File: config.mk
export PLATFORM = sky130hd
export DESIGN_NAME = canonical_huffman_code_assigner_unit
export DESIGN_NICKNAME = d
export VERILOG_FILES = /design/src/rtl/core/chc_pkg.sv /design/src/rtl/core/chc_seq.sv /design/src/rtl/core/chc_dp.sv /design/src/rtl/core/canonical_huffman_code_assigner_unit.sv
export SDC_FILE = /design/constraint.sdc
export NUM_CORES = 1
export LEC_CHECK = 0
export BUFFER_PORTS_ARGS = -buffer_cell sky130_fd_sc_hd__buf_2
export CAP_MARGIN = 0
export CORE_UTILIZATION = 24
export CTS_BUF_LIST = sky130_fd_sc_hd__clkbuf_4 sky130_fd_sc_hd__clkbuf_8 sky130_fd_sc_hd__clkbuf_16
export CTS_CLUSTER_SIZE = 8
export DETAILED_ROUTE_END_ITERATION = 12
export SYNTH_ARGS = -nofsm -noshare
export SYNTH_HDL_FRONTEND = slang
export SYNTH_SLANG_ARGS = --single-unit
export TNS_END_PERCENT = 1
File: constraint.sdc
create_clock -name clk_i -period 10.9 [get_ports clk_i]
set_clock_uncertainty 0.2 [all_clocks]
set_input_delay 1.635 -clock clk_i [delete_from_list [all_inputs] [get_ports clk_i]]
set_output_delay 1.635 -clock clk_i [all_outputs]
set_load 0.005 [all_outputs]
File: src/rtl/core/chc_pkg.sv
`timescale 1ns / 1ps
// ----------------------------------------------------------------------------
// chc_pkg
// Types, constants and the control store for the canonical code assigner.
// ----------------------------------------------------------------------------
package chc_pkg;

  localparam int unsigned COUNT_SLOTS = 16;
  localparam int unsigned CountIdxW   = 4;
  localparam int unsigned LenW        = 5;
  localparam int unsigned CodeW       = 17;
  localparam int unsigned UpcW        = 3;

  typedef logic [UpcW-1:0] upc_t;

  // step addresses of the control program
  localparam upc_t STEP_WAIT  = 3'd0;
  localparam upc_t STEP_LOAD  = 3'd1;
  localparam upc_t STEP_CLEAR = 3'd2;
  localparam upc_t STEP_ADV   = 3'd3;
  localparam upc_t STEP_EMIT  = 3'd4;

  typedef enum logic [1:0] {
    OP_LOAD_COUNT = 2'd0,
    OP_ASSIGN     = 2'd1,
    OP_NEW_TABLE  = 2'd2,
    OP_UNUSED     = 2'd3
  } op_e;

  typedef enum logic [1:0] {
    ST_OK        = 2'd0,
    ST_NO_LENGTH = 2'd1,
    ST_EXHAUSTED = 2'd2
  } stat_e;

  typedef enum logic [2:0] {
    ACT_NONE,
    ACT_LOAD,
    ACT_CLEAR,
    ACT_ADV,
    ACT_EMIT
  } act_e;

  typedef enum logic [1:0] {
    COND_ALWAYS,
    COND_REQ,
    COND_NEED_ADV,
    COND_OUT_BUSY
  } cond_e;

  typedef struct packed {
    logic  in_ready;
    act_e  act;
    cond_e cond;
    upc_t  jmp_t;
    upc_t  jmp_f;
  } ctrl_t;

  typedef struct packed {
    logic need_adv;
    logic out_busy;
  } dp_stat_t;

  // control store: one word per step
  function automatic ctrl_t ucode(upc_t pc);
    ctrl_t w;
    w = '{in_ready: 1'b0, act: ACT_NONE, cond: COND_ALWAYS,
          jmp_t: STEP_WAIT, jmp_f: STEP_WAIT};
    case (pc)
      STEP_WAIT: begin
        w = '{in_ready: 1'b1, act: ACT_NONE, cond: COND_REQ,
              jmp_t: STEP_WAIT, jmp_f: STEP_WAIT};
      end
      STEP_LOAD: begin
        w = '{in_ready: 1'b0, act: ACT_LOAD, cond: COND_ALWAYS,
              jmp_t: STEP_WAIT, jmp_f: STEP_WAIT};
      end
      STEP_CLEAR: begin
        w = '{in_ready: 1'b0, act: ACT_CLEAR, cond: COND_ALWAYS,
              jmp_t: STEP_WAIT, jmp_f: STEP_WAIT};
      end
      STEP_ADV: begin
        w = '{in_ready: 1'b0, act: ACT_ADV, cond: COND_NEED_ADV,
              jmp_t: STEP_ADV, jmp_f: STEP_EMIT};
      end
      STEP_EMIT: begin
        w = '{in_ready: 1'b0, act: ACT_EMIT, cond: COND_OUT_BUSY,
              jmp_t: STEP_EMIT, jmp_f: STEP_WAIT};
      end
      default: begin
        w = '{in_ready: 1'b0, act: ACT_NONE, cond: COND_ALWAYS,
              jmp_t: STEP_WAIT, jmp_f: STEP_WAIT};
      end
    endcase
    return w;
  endfunction

endpackage

File: src/rtl/core/chc_seq.sv
`timescale 1ns / 1ps
// ----------------------------------------------------------------------------
// chc_seq
// Step counter and control store; dispatches each request by its opcode.
// ----------------------------------------------------------------------------
module chc_seq (
  input  logic              clk_i,
  input  logic              rst_ni,
  input  logic              in_accept_i,
  input  logic [1:0]        opcode_i,
  input  chc_pkg::dp_stat_t stat_i,
  output chc_pkg::ctrl_t    ctrl_o
);

  chc_pkg::upc_t  pc_q, pc_d;
  chc_pkg::ctrl_t word;

  function automatic chc_pkg::upc_t dispatch(logic [1:0] op);
    chc_pkg::upc_t t;
    case (op)
      chc_pkg::OP_LOAD_COUNT: t = chc_pkg::STEP_LOAD;
      chc_pkg::OP_ASSIGN:     t = chc_pkg::STEP_ADV;
      chc_pkg::OP_NEW_TABLE:  t = chc_pkg::STEP_CLEAR;
      default:                t = chc_pkg::STEP_WAIT;
    endcase
    return t;
  endfunction

  assign word   = chc_pkg::ucode(pc_q);
  assign ctrl_o = word;

  always_comb begin
    case (word.cond)
      chc_pkg::COND_ALWAYS:   pc_d = word.jmp_t;
      chc_pkg::COND_REQ:      pc_d = in_accept_i ? dispatch(opcode_i) : word.jmp_f;
      chc_pkg::COND_NEED_ADV: pc_d = stat_i.need_adv ? word.jmp_t : word.jmp_f;
      chc_pkg::COND_OUT_BUSY: pc_d = stat_i.out_busy ? word.jmp_t : word.jmp_f;
      default:                pc_d = chc_pkg::STEP_WAIT;
    endcase
  end

  always_ff @(posedge clk_i or negedge rst_ni) begin
    if (!rst_ni) begin
      pc_q <= chc_pkg::STEP_WAIT;
    end else begin
      pc_q <= pc_d;
    end
  end

  // a symbol step that finds the output free returns to the request wait
  a_emit_returns: assert property (@(posedge clk_i) disable iff (!rst_ni)
    (pc_q == chc_pkg::STEP_EMIT && !stat_i.out_busy) |=> pc_q == chc_pkg::STEP_WAIT)
    else $error("emit step did not return to wait");

  a_accept_only_in_wait: assert property (@(posedge clk_i) disable iff (!rst_ni)
    in_accept_i |-> pc_q == chc_pkg::STEP_WAIT)
    else $error("request taken outside wait step");

endmodule

File: src/rtl/core/chc_dp.sv
`timescale 1ns / 1ps
// ----------------------------------------------------------------------------
// chc_dp
// Length counts, code counter and result register, driven by the control word.
// ----------------------------------------------------------------------------
module chc_dp #(
  parameter int unsigned MAX_CODE_LENGTH = 16,
  parameter int unsigned SYMBOL_BITS     = 8
) (
  input  logic              clk_i,
  input  logic              rst_ni,
  input  logic              in_accept_i,
  input  logic [7:0]        value_i,
  input  chc_pkg::act_e     act_i,
  output chc_pkg::dp_stat_t stat_o,
  input  logic              out_stall_i,
  output logic              out_valid_o,
  output logic [7:0]        symbol_out_o,
  output logic [15:0]       code_bits_o,
  output logic [4:0]        code_length_o,
  output logic [1:0]        status_o
);

  localparam logic [7:0] SymMask = (SYMBOL_BITS >= 8) ? 8'hFF
                                 : 8'((1 << SYMBOL_BITS) - 1);
  localparam logic [chc_pkg::LenW-1:0] MaxLen = chc_pkg::LenW'(MAX_CODE_LENGTH);

  logic [7:0]                  counts_q [chc_pkg::COUNT_SLOTS];
  logic [7:0]                  counts_d [chc_pkg::COUNT_SLOTS];
  logic [chc_pkg::LenW-1:0]    loaded_q, loaded_d;
  logic [chc_pkg::LenW-1:0]    cur_q, cur_d;
  logic [7:0]                  left_q, left_d;
  logic [chc_pkg::CodeW-1:0]   code_q, code_d;
  logic [7:0]                  value_q;
  logic                        out_valid_q, out_valid_d;
  logic [7:0]                  sym_q;
  logic [15:0]                 bits_q;
  logic [4:0]                  len_q;
  logic [1:0]                  st_q;

  logic                        need_adv, out_busy, exhausted, emit_fire;
  logic [chc_pkg::CodeW-1:0]   limit;

  assign need_adv  = (left_q == 8'd0) && (cur_q < MaxLen);
  assign out_busy  = out_valid_q & out_stall_i;
  assign limit     = chc_pkg::CodeW'(1) << cur_q;
  assign exhausted = code_q >= limit;
  assign emit_fire = (act_i == chc_pkg::ACT_EMIT) && !out_busy;

  assign stat_o.need_adv = need_adv;
  assign stat_o.out_busy = out_busy;

  always_comb begin
    counts_d = counts_q;
    loaded_d = loaded_q;
    cur_d    = cur_q;
    left_d   = left_q;
    code_d   = code_q;
    case (act_i)
      chc_pkg::ACT_LOAD: begin
        // counts past the sixteenth are dropped
        if (loaded_q < chc_pkg::LenW'(chc_pkg::COUNT_SLOTS)) begin
          counts_d[loaded_q[chc_pkg::CountIdxW-1:0]] = value_q;
          loaded_d = loaded_q + 1'b1;
        end
      end
      chc_pkg::ACT_CLEAR: begin
        for (int i = 0; i < chc_pkg::COUNT_SLOTS; i++) counts_d[i] = 8'd0;
        loaded_d = '0;
        cur_d    = '0;
        left_d   = '0;
        code_d   = '0;
      end
      chc_pkg::ACT_ADV: begin
        // step one length: cur < MaxLen here, so with MAX_CODE_LENGTH <= 16 cur indexes its count
        if (need_adv) begin
          cur_d  = cur_q + 1'b1;
          code_d = code_q << 1;
          left_d = counts_q[cur_q[chc_pkg::CountIdxW-1:0]];
        end
      end
      chc_pkg::ACT_EMIT: begin
        if (!out_busy && left_q != 8'd0) begin
          left_d = left_q - 1'b1;
          if (!exhausted) code_d = code_q + 1'b1;
        end
      end
      default: ;
    endcase
  end

  always_comb begin
    if (emit_fire) begin
      out_valid_d = 1'b1;
    end else if (!out_stall_i) begin
      out_valid_d = 1'b0;
    end else begin
      out_valid_d = out_valid_q;
    end
  end

  always_ff @(posedge clk_i or negedge rst_ni) begin
    if (!rst_ni) begin
      for (int i = 0; i < chc_pkg::COUNT_SLOTS; i++) counts_q[i] <= 8'd0;
      loaded_q    <= '0;
      cur_q       <= '0;
      left_q      <= '0;
      code_q      <= '0;
      out_valid_q <= 1'b0;
    end else begin
      counts_q    <= counts_d;
      loaded_q    <= loaded_d;
      cur_q       <= cur_d;
      left_q      <= left_d;
      code_q      <= code_d;
      out_valid_q <= out_valid_d;
    end
  end

  always_ff @(posedge clk_i) begin
    if (in_accept_i) begin
      value_q <= value_i;
    end
    if (emit_fire) begin
      sym_q <= value_q & SymMask;
      if (left_q == 8'd0) begin
        bits_q <= 16'd0;
        len_q  <= 5'd0;
        st_q   <= chc_pkg::ST_NO_LENGTH;
      end else if (exhausted) begin
        bits_q <= 16'd0;
        len_q  <= 5'd0;
        st_q   <= chc_pkg::ST_EXHAUSTED;
      end else begin
        bits_q <= code_q[15:0];
        len_q  <= cur_q;
        st_q   <= chc_pkg::ST_OK;
      end
    end
  end

  assign out_valid_o   = out_valid_q;
  assign symbol_out_o  = sym_q;
  assign code_bits_o   = bits_q;
  assign code_length_o = len_q;
  assign status_o      = st_q;

  a_code_in_range: assert property (@(posedge clk_i) disable iff (!rst_ni)
    code_q <= limit)
    else $error("code counter above 2^length");

  a_length_in_range: assert property (@(posedge clk_i) disable iff (!rst_ni)
    cur_q <= MaxLen && loaded_q <= chc_pkg::LenW'(chc_pkg::COUNT_SLOTS))
    else $error("length or count index out of range");

  a_ok_has_length: assert property (@(posedge clk_i) disable iff (!rst_ni)
    (out_valid_q && st_q == chc_pkg::ST_OK) |-> (len_q != 5'd0 && len_q <= MaxLen))
    else $error("ok result without a legal length");

endmodule

File: src/rtl/core/canonical_huffman_code_assigner_unit.sv
`timescale 1ns / 1ps
// ----------------------------------------------------------------------------
// canonical_huffman_code_assigner_unit
// Assigns canonical codes to symbols from a table given as per-length counts.
// ----------------------------------------------------------------------------
//  channel | direction | handshake              | payload
//  in      | input     | in_valid_i / in_stall_o | opcode_i, value_i
//  out     | output    | out_valid_o / out_stall_i | symbol_out_o, code_bits_o,
//          |           |                        | code_length_o, status_o
//
// Count and new-table requests go through their load or clear step and back
// to wait; an unused opcode stays in wait. A symbol loops in the length-advance
// step of the control program (at most MAX_CODE_LENGTH lengths), then emits.
// A symbol waits in its emit step while the result register is stalled.
// Reset clears all counts and the code state at once; no clearing pass.
// ----------------------------------------------------------------------------
module canonical_huffman_code_assigner_unit #(
  parameter int unsigned MAX_CODE_LENGTH = 16,
  parameter int unsigned SYMBOL_BITS     = 8
) (
  input  logic        clk_i,
  input  logic        rst_ni,
  input  logic        in_valid_i,
  output logic        in_stall_o,
  input  logic [1:0]  opcode_i,
  input  logic [7:0]  value_i,
  output logic        out_valid_o,
  input  logic        out_stall_i,
  output logic [7:0]  symbol_out_o,
  output logic [15:0] code_bits_o,
  output logic [4:0]  code_length_o,
  output logic [1:0]  status_o
);

  chc_pkg::ctrl_t    ctrl;
  chc_pkg::dp_stat_t stat;
  logic              in_accept;

  assign in_stall_o = ~ctrl.in_ready;
  assign in_accept  = in_valid_i & ctrl.in_ready;

  chc_seq u_seq (
    .clk_i      (clk_i),
    .rst_ni     (rst_ni),
    .in_accept_i(in_accept),
    .opcode_i   (opcode_i),
    .stat_i     (stat),
    .ctrl_o     (ctrl)
  );

  chc_dp #(
    .MAX_CODE_LENGTH(MAX_CODE_LENGTH),
    .SYMBOL_BITS    (SYMBOL_BITS)
  ) u_dp (
    .clk_i        (clk_i),
    .rst_ni       (rst_ni),
    .in_accept_i  (in_accept),
    .value_i      (value_i),
    .act_i        (ctrl.act),
    .stat_o       (stat),
    .out_stall_i  (out_stall_i),
    .out_valid_o  (out_valid_o),
    .symbol_out_o (symbol_out_o),
    .code_bits_o  (code_bits_o),
    .code_length_o(code_length_o),
    .status_o     (status_o)
  );

endmodule
==> results of run 1 <==
==> metal layers <==
metal | global-route usage [%] | wire length, um | part of all wire [%] | vias up
li1 | - | - | - | 3784
met1 | 17.6 | 12200 | 43 | 4075
met2 | 20.3 | 13100 | 47 | 286
met3 | 1.61 | 1950 | 6.9 | 55
met4 | 3.90 | 782 | 2.8 | 0
met5 | 0 | 0 | 0 | -
==> final cells by class <==
type                    instances  area (sq um)
clock buffers                  43           848
clock inverters                 3          67.6
fillers                      4469         30900
inverters                      15          56.3
multi-input cells             745          4730
flip-flops and latches        206          5350
well taps                     585           732
repair buffers                 60           342
==> registers in the layout, indices dropped and copies added (netlist names) <==
| register | cells |
|---|---|
| u_dp.counts_q | 128 |
| u_dp.code_q | 17 |
| u_dp.code_bits_o | 16 |
| u_dp.left_q | 8 |
| u_dp.symbol_out_o | 8 |
| u_dp.value_q | 8 |
| u_dp.code_length_o | 5 |
| u_dp.cur_q | 5 |
| u_dp.loaded_q | 5 |
| u_seq.pc_q | 3 |
| u_dp.status_o | 2 |
| u_dp.out_valid_o | 1 |
==> cells by family (layout without fill, tap and decap cells) <==
logic type,after synthesis,in the layout,share of synthesized area [%]
muxes,69,69,9.96
adders and majority gates,31,31,3.69
buffers and inverters,101,121,4.16
xor gates and xnor gates,5,5,0.417
and+or+nand+nor,412,412,18.4
AOI/OAI and AO/OA,228,228,12.4
DFF,206,206,51.0
==> worst register-to-register path: stages, from the launching register on <==
cell and delay (ns):
dfrtp_1 0.71, inv_1 0.19, ha_1 0.26, nor2b_1 0.17, and2_1 0.19, ha_1 0.27, nor2b_1 0.04, o211ai_1 0.16
a21oi_1 0.14, o31ai_1 0.91, nor2_1 0.44, and2_1 0.29
==> cell usage in the layout, fill, tap and decap left out, types with 7 or more instances in the layout <==
cell type and instances:
a21oi_1 130, and2_1 19, buf_2 45, buf_4 14, clkbuf_16 30, clkbuf_4 13
dfrtp_1 166, edfxtp_1 39, ha_1 31, inv_1 15, mux2i_1 40, mux4_2 28
nand2_1 162, nand3_1 112, nand4_1 9, nor2_1 52, nor3_1 16, o21ai_0 35
o21ai_1 9, o221ai_1 7, o31ai_1 12, or3_1 7
==> through the flow <==
stage | total power (W) | area (sq um) | utilization [%] | hold slack [ns] | setup WS (ns)
global placement | 0.00134 | 11200 | 26.0 | 0.294 | 6.77
global route | 0.00233 | 12100 | 28.2 | 0.339 | 6.37
detailed placement | 0.00135 | 11200 | 26.0 | 0.311 | 6.72
finish | 0.00223 | 12100 | 28.2 | 0.319 | 6.68
floorplan | 0.00121 | 10500 | - | 0.224 | 7.04
CTS | 0.00225 | 12100 | 28.2 | 0.318 | 6.69
==> synth_stat cells, drive strengths merged, types with 3 or more instances <==
master | count | area share, %
nand2b | 3 | 0.18
nor3 | 18 | 0.95
xnor2 | 4 | 0.33
o22ai | 7 | 0.54
a21oi | 131 | 6.2
nand4 | 9 | 0.54
ha | 31 | 3.7
nor2b | 7 | 0.42
a211oi | 3 | 0.21
clkbuf | 58 | 2.1
inv | 15 | 0.54
o21ai | 44 | 2.1
mux4 | 28 | 6.0
mux2i | 40 | 3.8
dfrtp | 167 | 40
o211ai | 3 | 0.21
nor3b | 5 | 0.50
buf | 28 | 1.5
o31ai | 13 | 1.1
o221ai | 7 | 0.58
a31oi | 6 | 0.36
and2 | 19 | 1.1
edfxtp | 39 | 11
nor4 | 6 | 0.36
nand2 | 162 | 5.8
a22oi | 3 | 0.21
nor2 | 53 | 1.9
or3 | 7 | 0.42
nand3 | 113 | 5.4
==> power by group through the flow <==
stage                     registers [W]  logic [W]  clock network, W
final                          0.000898   0.000440          0.000893
after global routing           0.000906   0.000478          0.000944
after CTS                      0.000897   0.000443          0.000914
after detailed placement       0.000910   0.000441                 0
after global placement         0.000908   0.000437                 0
after floorplan                0.000877   0.000328                 0
==> worst min path at each step <==
stage	startpoint	end	slack (ns)
after global routing	u_dp.counts_q[121]	u_dp.counts_q[121]	0.34
final	u_dp.counts_q[2]	u_dp.counts_q[2]	0.32
after floorplan	u_dp.value_q[0]	u_dp.symbol_out_o[0]	0.22
after detailed placement	u_dp.counts_q[44]	u_dp.counts_q[44]	0.31
after CTS	u_dp.counts_q[40]	u_dp.counts_q[40]	0.32
after global placement	u_dp.left_q[1]	u_dp.left_q[1]	0.29
==> flow_summary_export.csv, run 1 <==
group,metric,value,unit
critical_path,crit_buf_inv,1,
floorplanning,rows,76,
logic_synthesis,syn-num-nets,1097,
sta,period_needed,4.22,ns
clock_tree,clock_latency,0.58,ns
global_routing,grt_max_degree,108,
global_routing,grt_use_total,12.6,%
placement,port_buffers,46,
logic_synthesis,synth_edf_count,39,
pwr,pwr-share-comb,19.7,%
logic_synthesis,synth_area,0.0105,sq mm
finish,antenna_cells,0,
clock_tree,cts_hold_buf,0,
drt,via_per_inst,4.95,
clock_tree,cts-root-buf,"clkbuf_16",
critical_path,startpoint,"u_dp.cur_q[1]",
critical_path,crit_family,"compound AO/OA/AOI/OAI gates",
critical_path,crit_fanout,15,
hold_path,holdPathStages,2,
critical_path,path_class,"flop to flop",
pwr,seq_power_share,40.2,%
drt,dr.pass1.iters,5,
logic_synthesis,ys_seq_elements,206,
floorplanning,ioPinCount,47,
global_routing,antenna_found_initial,0,
pwr,powerDensity,184,mW/mm^2
placement,dp_hpwl,17.5,mm
placement,place_congestion,0.830,
floorplanning,dieArea,0.0446,sq mm
pwr,intPower,0.00153,W
clock_tree,cts_setup_buffers,0,
drt,drc,0,
clock_tree,post_cts_resized,0,
global_routing,grt_overflow,0,
critical_path,r2r-start,"u_dp.cur_q[1]",
clock_tree,cts_tree,"built",
finish,instances_no_fill,1657,
sta,fmax,237,MHz
clock_tree,cts_buffer_depth,3,
drt,drtAntennaViolNets,0,
pwr,switchingPower,0.000698,W
sta,final_max_slew_viol_count,0,
critical_path,cp_data_required_time,10.99,ns
drt,totalWireLength,28.1,mm
drt,vias,8200,
pwr,p_leak,4.92,nW
sta,fin_tns_setup,0,ns
global_routing,grt_pass1_vias,7967,
clock_tree,clock-sinks,206,
critical_path,end_kind,"flop",
critical_path,ff2ff_setup_slack,6.68,ns
clock_tree,numCtsBuffers,30,
pwr,swShare,31.3,%
sta,relSlewSlack,22.0,%
floorplanning,die_width,211,um
logic_synthesis,syn-mean-instance-area,9.98,sq um
critical_path,r2r_cells,11,
logic_synthesis,syn_inst,1052,
placement,dp.cells,1611,
sta,setup_viol,0,
critical_path,cp-endpoint,"u_dp.code_bits_o[14]",
floorplanning,start_util,24.4,%
critical_path,crit_slowest_cell,"o31ai_1",
logic_synthesis,ys.flop_type,"dfrtp_1",
logic_synthesis,yosysSeqAreaShare,51.0,%
critical_path,reg2reg_to,"u_dp.code_bits_o[14]",
drt,drt_first_iter_violations,845,
hold_path,min_path_type,"flop to flop",
finish,area_growth_syn_to_layout,15.5,%
pwr,vdd_drop_max,0.113,mV
floorplanning,die_h,211,um
floorplanning,core_area,0.0431,sq mm
run,drv_cap,0,
critical_path,worstPathArrival,4.31,ns
logic_synthesis,ys_async_sr_fraction,81.1,%
global_routing,grt_pass1_wl,45.4,mm
critical_path,crit_path_max_incr_delay,0.91,ns
logic_synthesis,synth.distinct_cells,57,
run_status,status,"complete, no violations",
clock_tree,cts.clk_slew.worst_paths,0.05,ns
finish,nets,1103,
drt,drt-wirelength-per-cell,16.9,um
logic_synthesis,yosys_warnings,0,
sta,rsz0062_at_grt,"false",
clock_tree,htreeDepth,1,
critical_path,worstSetupStartpointType,"flop",
sta,hold_viol_final,0,
finish,drive_above_1_share,13.9,%
critical_path,crit_chain,"inv_1 > ha_1 > nor2b_1 > and2_1 > ha_1 > nor2b_1 > o211ai_1 > a21oi_1 > o31ai_1 > nor2_1 > and2_1",
critical_path,cp.depth,11,
sta,fin_crit_sh,38.7,%
pwr,clockPowerShare,40.0,%
sta,worstMarginPinSlew,1.17,ns
(Power assumes the default switching activity.)
==> run 2: changes to the inputs <==
Clock period 10.9 ns to 4.3 ns, I/O delays scaled along.
==> flow_summary_export.csv, run 2 (synthesized netlist as in run 1, its figures left out) <==
group,metric,value,unit
critical_path,crit_family,"simple AND/OR/NAND/NOR gates",
global_routing,use_met1,16.8,%
global_routing,grt_pass1_wl,45.7,mm
clock_tree,cts-root-buf,"clkbuf_16",
global_routing,grt_pass1_vias,8182,
pwr,seq_power_share,40.8,%
sta,period_needed,3.64,ns
finish,mostFrequentLayoutCells,"166 x dfrtp_1, 162 x nand2_1, 130 x a21oi_1",
critical_path,end_kind,"flop",
placement,dp_hpwl,18.3,mm
sta,worstMarginPinSlew,1.00,ns
floorplanning,core_area,0.0431,sq mm
placement,port_buffers,46,
global_routing,grt_use_total,12.7,%
critical_path,worstPathArrival,3.87,ns
global_routing,grt.busiest_layer,"met2",
floorplanning,die_width,211,um
finish,post-route-util,28.3,%
sta,fin_tns_setup,0,ns
pwr,vdd_drop_max,0.277,mV
sta,relSlewSlack,32.8,%
clock_tree,cts_buffer_depth,3,
finish,instances_no_fill,1668,
drt,drtAntennaViolNets,0,
finish,largest_reg_flops,128,
global_routing,grt_overflow,0,
sta,fmax,275,MHz
drt,dr.pass1.iters,7,
finish,layout_commonest_cell,"dfrtp_1",
clock_tree,cts_setup_buffers,0,
sta,fin_crit_sh,84.7,%
critical_path,path_class,"flop to flop",
clock_tree,cts_tree,"built",
global_routing,gr-usage-met3,2.26,%
critical_path,crit_path_max_incr_delay,0.60,ns
floorplanning,die_h,211,um
drt,drc,0,
sta,final_max_slew_viol_count,0,
critical_path,crit_chain,"inv_1 > ha_1 > nor2b_1 > nand3_1 > ha_1 > nand4_1 > or3_1 > o22ai_2 > or2_1 > buf_4 > o21ai_1",
clock_tree,cts_hold_buf,0,
drt,vias,8238,
pwr,pwr-share-comb,20.9,%
pwr,powerDensity,459,mW/mm^2
finish,regMostFlops,"u_dp.counts_q",
pwr,swShare,31.4,%
pwr,clockPowerShare,38.3,%
global_routing,met2_usage,21.3,%
drt,drt_first_iter_violations,683,
clock_tree,numCtsBuffers,29,
clock_tree,clock-sinks,206,
floorplanning,ioPinCount,47,
pwr,power,0.00558,W
floorplanning,rows,76,
critical_path,crit_slowest_cell,"o22ai_2",
finish,drive_above_1_share,14.8,%
run_status,status,"complete, no violations",
sta,setup_viol,0,
finish,fillers,4492,
clock_tree,clock_latency,0.56,ns
clock_tree,htreeDepth,1,
run,drv_cap,0,
global_routing,grt_max_degree,104,
drt,via_per_inst,4.94,
hold_path,min_path_type,"primary input to async pin",
placement,place_congestion,0.870,
floorplanning,dieArea,0.0446,sq mm
sta,whs,0.000191,ns
sta,hold_viol_final,0,
sta,rsz0062_at_grt,"false",
clock_tree,post_cts_resized,0,
drt,totalWireLength,28.5,mm
critical_path,worstSetupStartpointType,"flop",
finish,antenna_cells,0,
critical_path,crit_fanout,17,
pwr,p_leak,4.96,nW
placement,dp.cells,1624,
pwr,intPower,0.00383,W
finish,area_growth_syn_to_layout,15.9,%
drt,drt-wirelength-per-cell,17.1,um
global_routing,antenna_found_initial,0,
finish,nets,1115,
critical_path,cpMostUsedCell,"ha_1",
critical_path,cp_data_required_time,4.52,ns
floorplanning,start_util,24.4,%
pwr,switchingPower,0.00175,W
critical_path,crit_buf_inv,2,
clock_tree,cts.clk_slew.worst_paths,0.05,ns
==> run 2: routing by layer <==
layer	wire, um	share of wire (%)	vias to the layer above
li1	-	-	3799
met1	12500	44	4151
met2	13600	48	247
met3	1730	6.1	41
met4	648	2.3	0
met5	0	0	-
==> run 2: final timing paths <==
| path | startpoint | endpoint | slack, ns | cells after the start |
|---|---|---|---|---|
| worst max-delay path | u_dp.cur_q[0] | u_dp.code_q[6] | 0.66 | 11 |
| worst min-delay path | rst_ni | u_dp.counts_q[32] | 0.0002 | 1 |
| worst max register to register | u_dp.cur_q[0] | u_dp.code_q[6] | 0.66 | 11 |
| worst min register to register | u_dp.left_q[1] | u_dp.left_q[1] | 0.32 | 2 |
| max in group asynchronous | rst_ni | u_dp.counts_q[7] | 2.86 | 2 |
| min in group clk_i | value_i[0] | u_dp.value_q[0] | 0.06 | 1 |
==> run 2: worst register-to-register path: cells and delay by family (launching register included) <==
family / cells / cell delay, ns
simple gates: 5 / 1.29
compound gates: 2 / 0.69
fa+ha+maj: 2 / 0.53
flops: 1 / 0.44
buf+inv: 2 / 0.39
==> run 2: final cells by class <==
type                            instances  area (sq um)  share of cell area (%)
Sequential cell                       206          5350                    44.0
Multi-Input combinational cell        745          4730                    38.9
Clock buffer                           43           831                    6.82
Tap cell                              585           732                    6.01
Timing Repair Buffer                   73           452                    3.71
Inverter                               15          56.3                   0.462
Clock inverter                          1          20.0                   0.164
==> run 2: power groups by stage <==
stage | clock network [W] | registers (W) | logic [W]
2_1_floorplan | 0 | 0.00222 | 0.000832
3_3_place_gp | 0 | 0.00230 | 0.00115
3_5_place_dp | 0 | 0.00231 | 0.00117
4_1_cts | 0.00217 | 0.00227 | 0.00118
5_1_grt | 0.00225 | 0.00230 | 0.00127
6_report | 0.00214 | 0.00228 | 0.00117
==> run 2: per-stage QoR <==
step | worst slack (ns) | instance area, sq um
floorplan | 0.563 | 10500
global placement | 0.773 | 11300
detailed placement | 0.655 | 11300
CTS | 0.623 | 12200
global route | 0.339 | 12200
finish | 0.659 | 12200
==> run 3: changes to the inputs <==
Clock period 4.3 ns to 3.5 ns, I/O delays scaled along.
==> flow_summary_export.csv, run 3 (synthesized netlist as in run 1, its figures left out) <==
group,metric,value,unit
global_routing,grt_use_total,13.0,%
pwr,vdd_drop_max,0.371,mV
sta,hold_viol_final,0,
clock_tree,clock_latency,0.55,ns
critical_path,cp.depth,11,
clock_tree,cts-root-buf,"clkbuf_16",
sta,worstMarginPinSlew,0.909,ns
sta,setup_ws,0.255,ns
critical_path,cpMostUsedCell,"ha_1",
floorplanning,ioPinCount,47,
drt,drtAntennaViolNets,0,
pwr,switchingPower,0.00218,W
clock_tree,cts.clk_slew.worst_paths,0.06,ns
run_status,status,"complete, no violations",
critical_path,crit_chain,"inv_1 > ha_1 > nor2b_1 > nand3_1 > ha_1 > and4_1 > a221oi_2 > o22ai_2 > or2_1 > buf_4 > o21ai_1",
placement,dp_hpwl,18.7,mm
pwr,clockPowerShare,38.2,%
finish,area_growth_syn_to_layout,17.3,%
pwr,pwr-share-comb,21.2,%
finish,layout_commonest_cell,"dfrtp_1",
sta,relSlewSlack,39.4,%
sta,setup_viol,0,
critical_path,r2r-start,"u_dp.cur_q[0]",
critical_path,r2r_cells,11,
placement,port_buffers,46,
finish,largest_reg_flops,128,
drt,dr.pass1.iters,5,
drt,drt_first_iter_violations,840,
global_routing,antenna_found_initial,0,
pwr,p_leak,5.03,nW
finish,drive_above_1_share,15.2,%
clock_tree,cts_buffer_depth,3,
finish,regMostFlops,"u_dp.counts_q",
drt,vias,8275,
global_routing,grt_overflow,0,
critical_path,ff2ff_setup_slack,0.25,ns
global_routing,grt_pass1_wl,46.4,mm
hold_path,min_path_type,"primary input to flop",
sta,fin_crit_sh,92.7,%
drt,drt-wirelength-per-cell,17.3,um
clock_tree,numCtsBuffers,29,
pwr,intPower,0.00471,W
critical_path,path_class,"flop to flop",
floorplanning,die_h,211,um
critical_path,crit_fanout,10,
critical_path,cp_data_required_time,3.77,ns
pwr,swShare,31.6,%
critical_path,crit_family,"simple AND/OR/NAND/NOR gates",
critical_path,crit_path_max_incr_delay,0.43,ns
floorplanning,die_width,211,um
sta,fin_tns_setup,0,ns
placement,dp_slack,0.135,ns
drt,via_per_inst,4.93,
clock_tree,htreeDepth,1,
hold_path,hp-start,"out_stall_i",
pwr,powerDensity,559,mW/mm^2
hold_path,hold_path_end,"u_dp.out_valid_o",
run,drv_cap,0,
drt,totalWireLength,29.0,mm
critical_path,crit_buf_inv,2,
global_routing,grt_max_degree,82,
critical_path,worstSetupStartpointType,"flop",
critical_path,reg2reg_to,"u_dp.code_q[7]",
floorplanning,dieArea,0.0446,sq mm
clock_tree,cts_setup_buffers,0,
finish,nets,1129,
drt,drc,0,
floorplanning,start_util,24.4,%
sta,fmax,308,MHz
finish,fillers,4510,
critical_path,end_kind,"flop",
sta,final_max_slew_viol_count,0,
floorplanning,rows,76,
hold_path,holdPathStages,3,
clock_tree,cts_tree,"built",
sta,rsz0062_at_grt,"false",
sta,period_needed,3.25,ns
critical_path,worstPathArrival,3.51,ns
placement,place_congestion,0.829,
floorplanning,core_area,0.0431,sq mm
finish,mostFrequentLayoutCells,"166 x dfrtp_1, 162 x nand2_1, 129 x a21oi_1",
finish,antenna_cells,0,
critical_path,crit_slowest_cell,"dfrtp_2",
pwr,seq_power_share,40.6,%
clock_tree,clock-sinks,206,
global_routing,grt_pass1_vias,8223,
-- run 3: worst reg2reg max path: cells and delay by family (launching register included) --
family,cells,cell delay (ns)
AND/OR/NAND/NOR,4,0.93
AO/OA/AOI/OAI,3,0.70
adder cells (fa/ha/maj),2,0.55
flip-flops,1,0.43
buffers and inverters,2,0.36
-- run 3: worst max-delay path by stage --
stage / startpoint / end
after floorplan: u_dp.cur_q[0] / u_dp.code_q[8]
after global placement: u_dp.cur_q[0] / u_dp.code_bits_o[14]
after detailed placement: u_dp.cur_q[0] / u_dp.code_bits_o[10]
after CTS: u_dp.cur_q[0] / u_dp.code_bits_o[10]
after global routing: u_dp.cur_q[3] / u_dp.code_bits_o[10]
final: u_dp.cur_q[0] / u_dp.code_q[7]
-- run 3: metal layers --
| layer | track usage (%) | vias to the layer above | part of all wire (%) |
|---|---|---|---|
| li1 | - | 3819 | - |
| met1 | 17.6 | 4149 | 44 |
| met2 | 21.1 | 254 | 47 |
| met3 | 2.11 | 53 | 6.4 |
| met4 | 4.15 | 0 | 2.8 |
| met5 | 0 | - | 0 |
-- run 3: through the flow --
stage / hold WS [ns] / area, sq um / utilization [%] / cells / total power (W)
5_1_grt: 0.175 / 12300 / 28.6 / 1679 / 0.00718
4_1_cts: 0.152 / 12300 / 28.6 / 1679 / 0.00691
3_5_place_dp: 0.307 / 11400 / 26.4 / 1629 / 0.00427
3_3_place_gp: 0.293 / 11400 / 26.4 / 1629 / 0.00425
2_1_floorplan: 0.0294 / 10500 / - / 1052 / 0.00378
6_report: 0.159 / 12300 / 28.6 / 1679 / 0.00688
-- run 3: what timing repair did --
| action | in CTS | in global routing |
|---|---|---|
| hold buffers | 9 | 0 |
| setup endpoints to repair | 0 | 15 |
| resized for setup | 0 | 1 |
| hold endpoints to repair | 71 | 0 |
-- run 3: final cells by class --
cell class / count / area [sq um] / area share [%]
sequential: 206 / 5350 / 43.5
multi-input combinational: 745 / 4760 / 38.6
clock buffer: 40 / 815 / 6.62
tap: 585 / 732 / 5.95
timing repair buffer: 87 / 579 / 4.71
inverter: 15 / 56.3 / 0.457
clock inverter: 1 / 20.0 / 0.163
-- run 3: power groups by stage --
| stage | combinational (W) | sequential (W) | clock [W] |
|---|---|---|---|
| 2_1_floorplan | 0.00104 | 0.00273 | 0 |
| 3_3_place_gp | 0.00143 | 0.00282 | 0 |
| 3_5_place_dp | 0.00144 | 0.00283 | 0 |
| 4_1_cts | 0.00145 | 0.00279 | 0.00267 |
| 5_1_grt | 0.00158 | 0.00282 | 0.00278 |
| 6_report | 0.00146 | 0.00280 | 0.00263 |
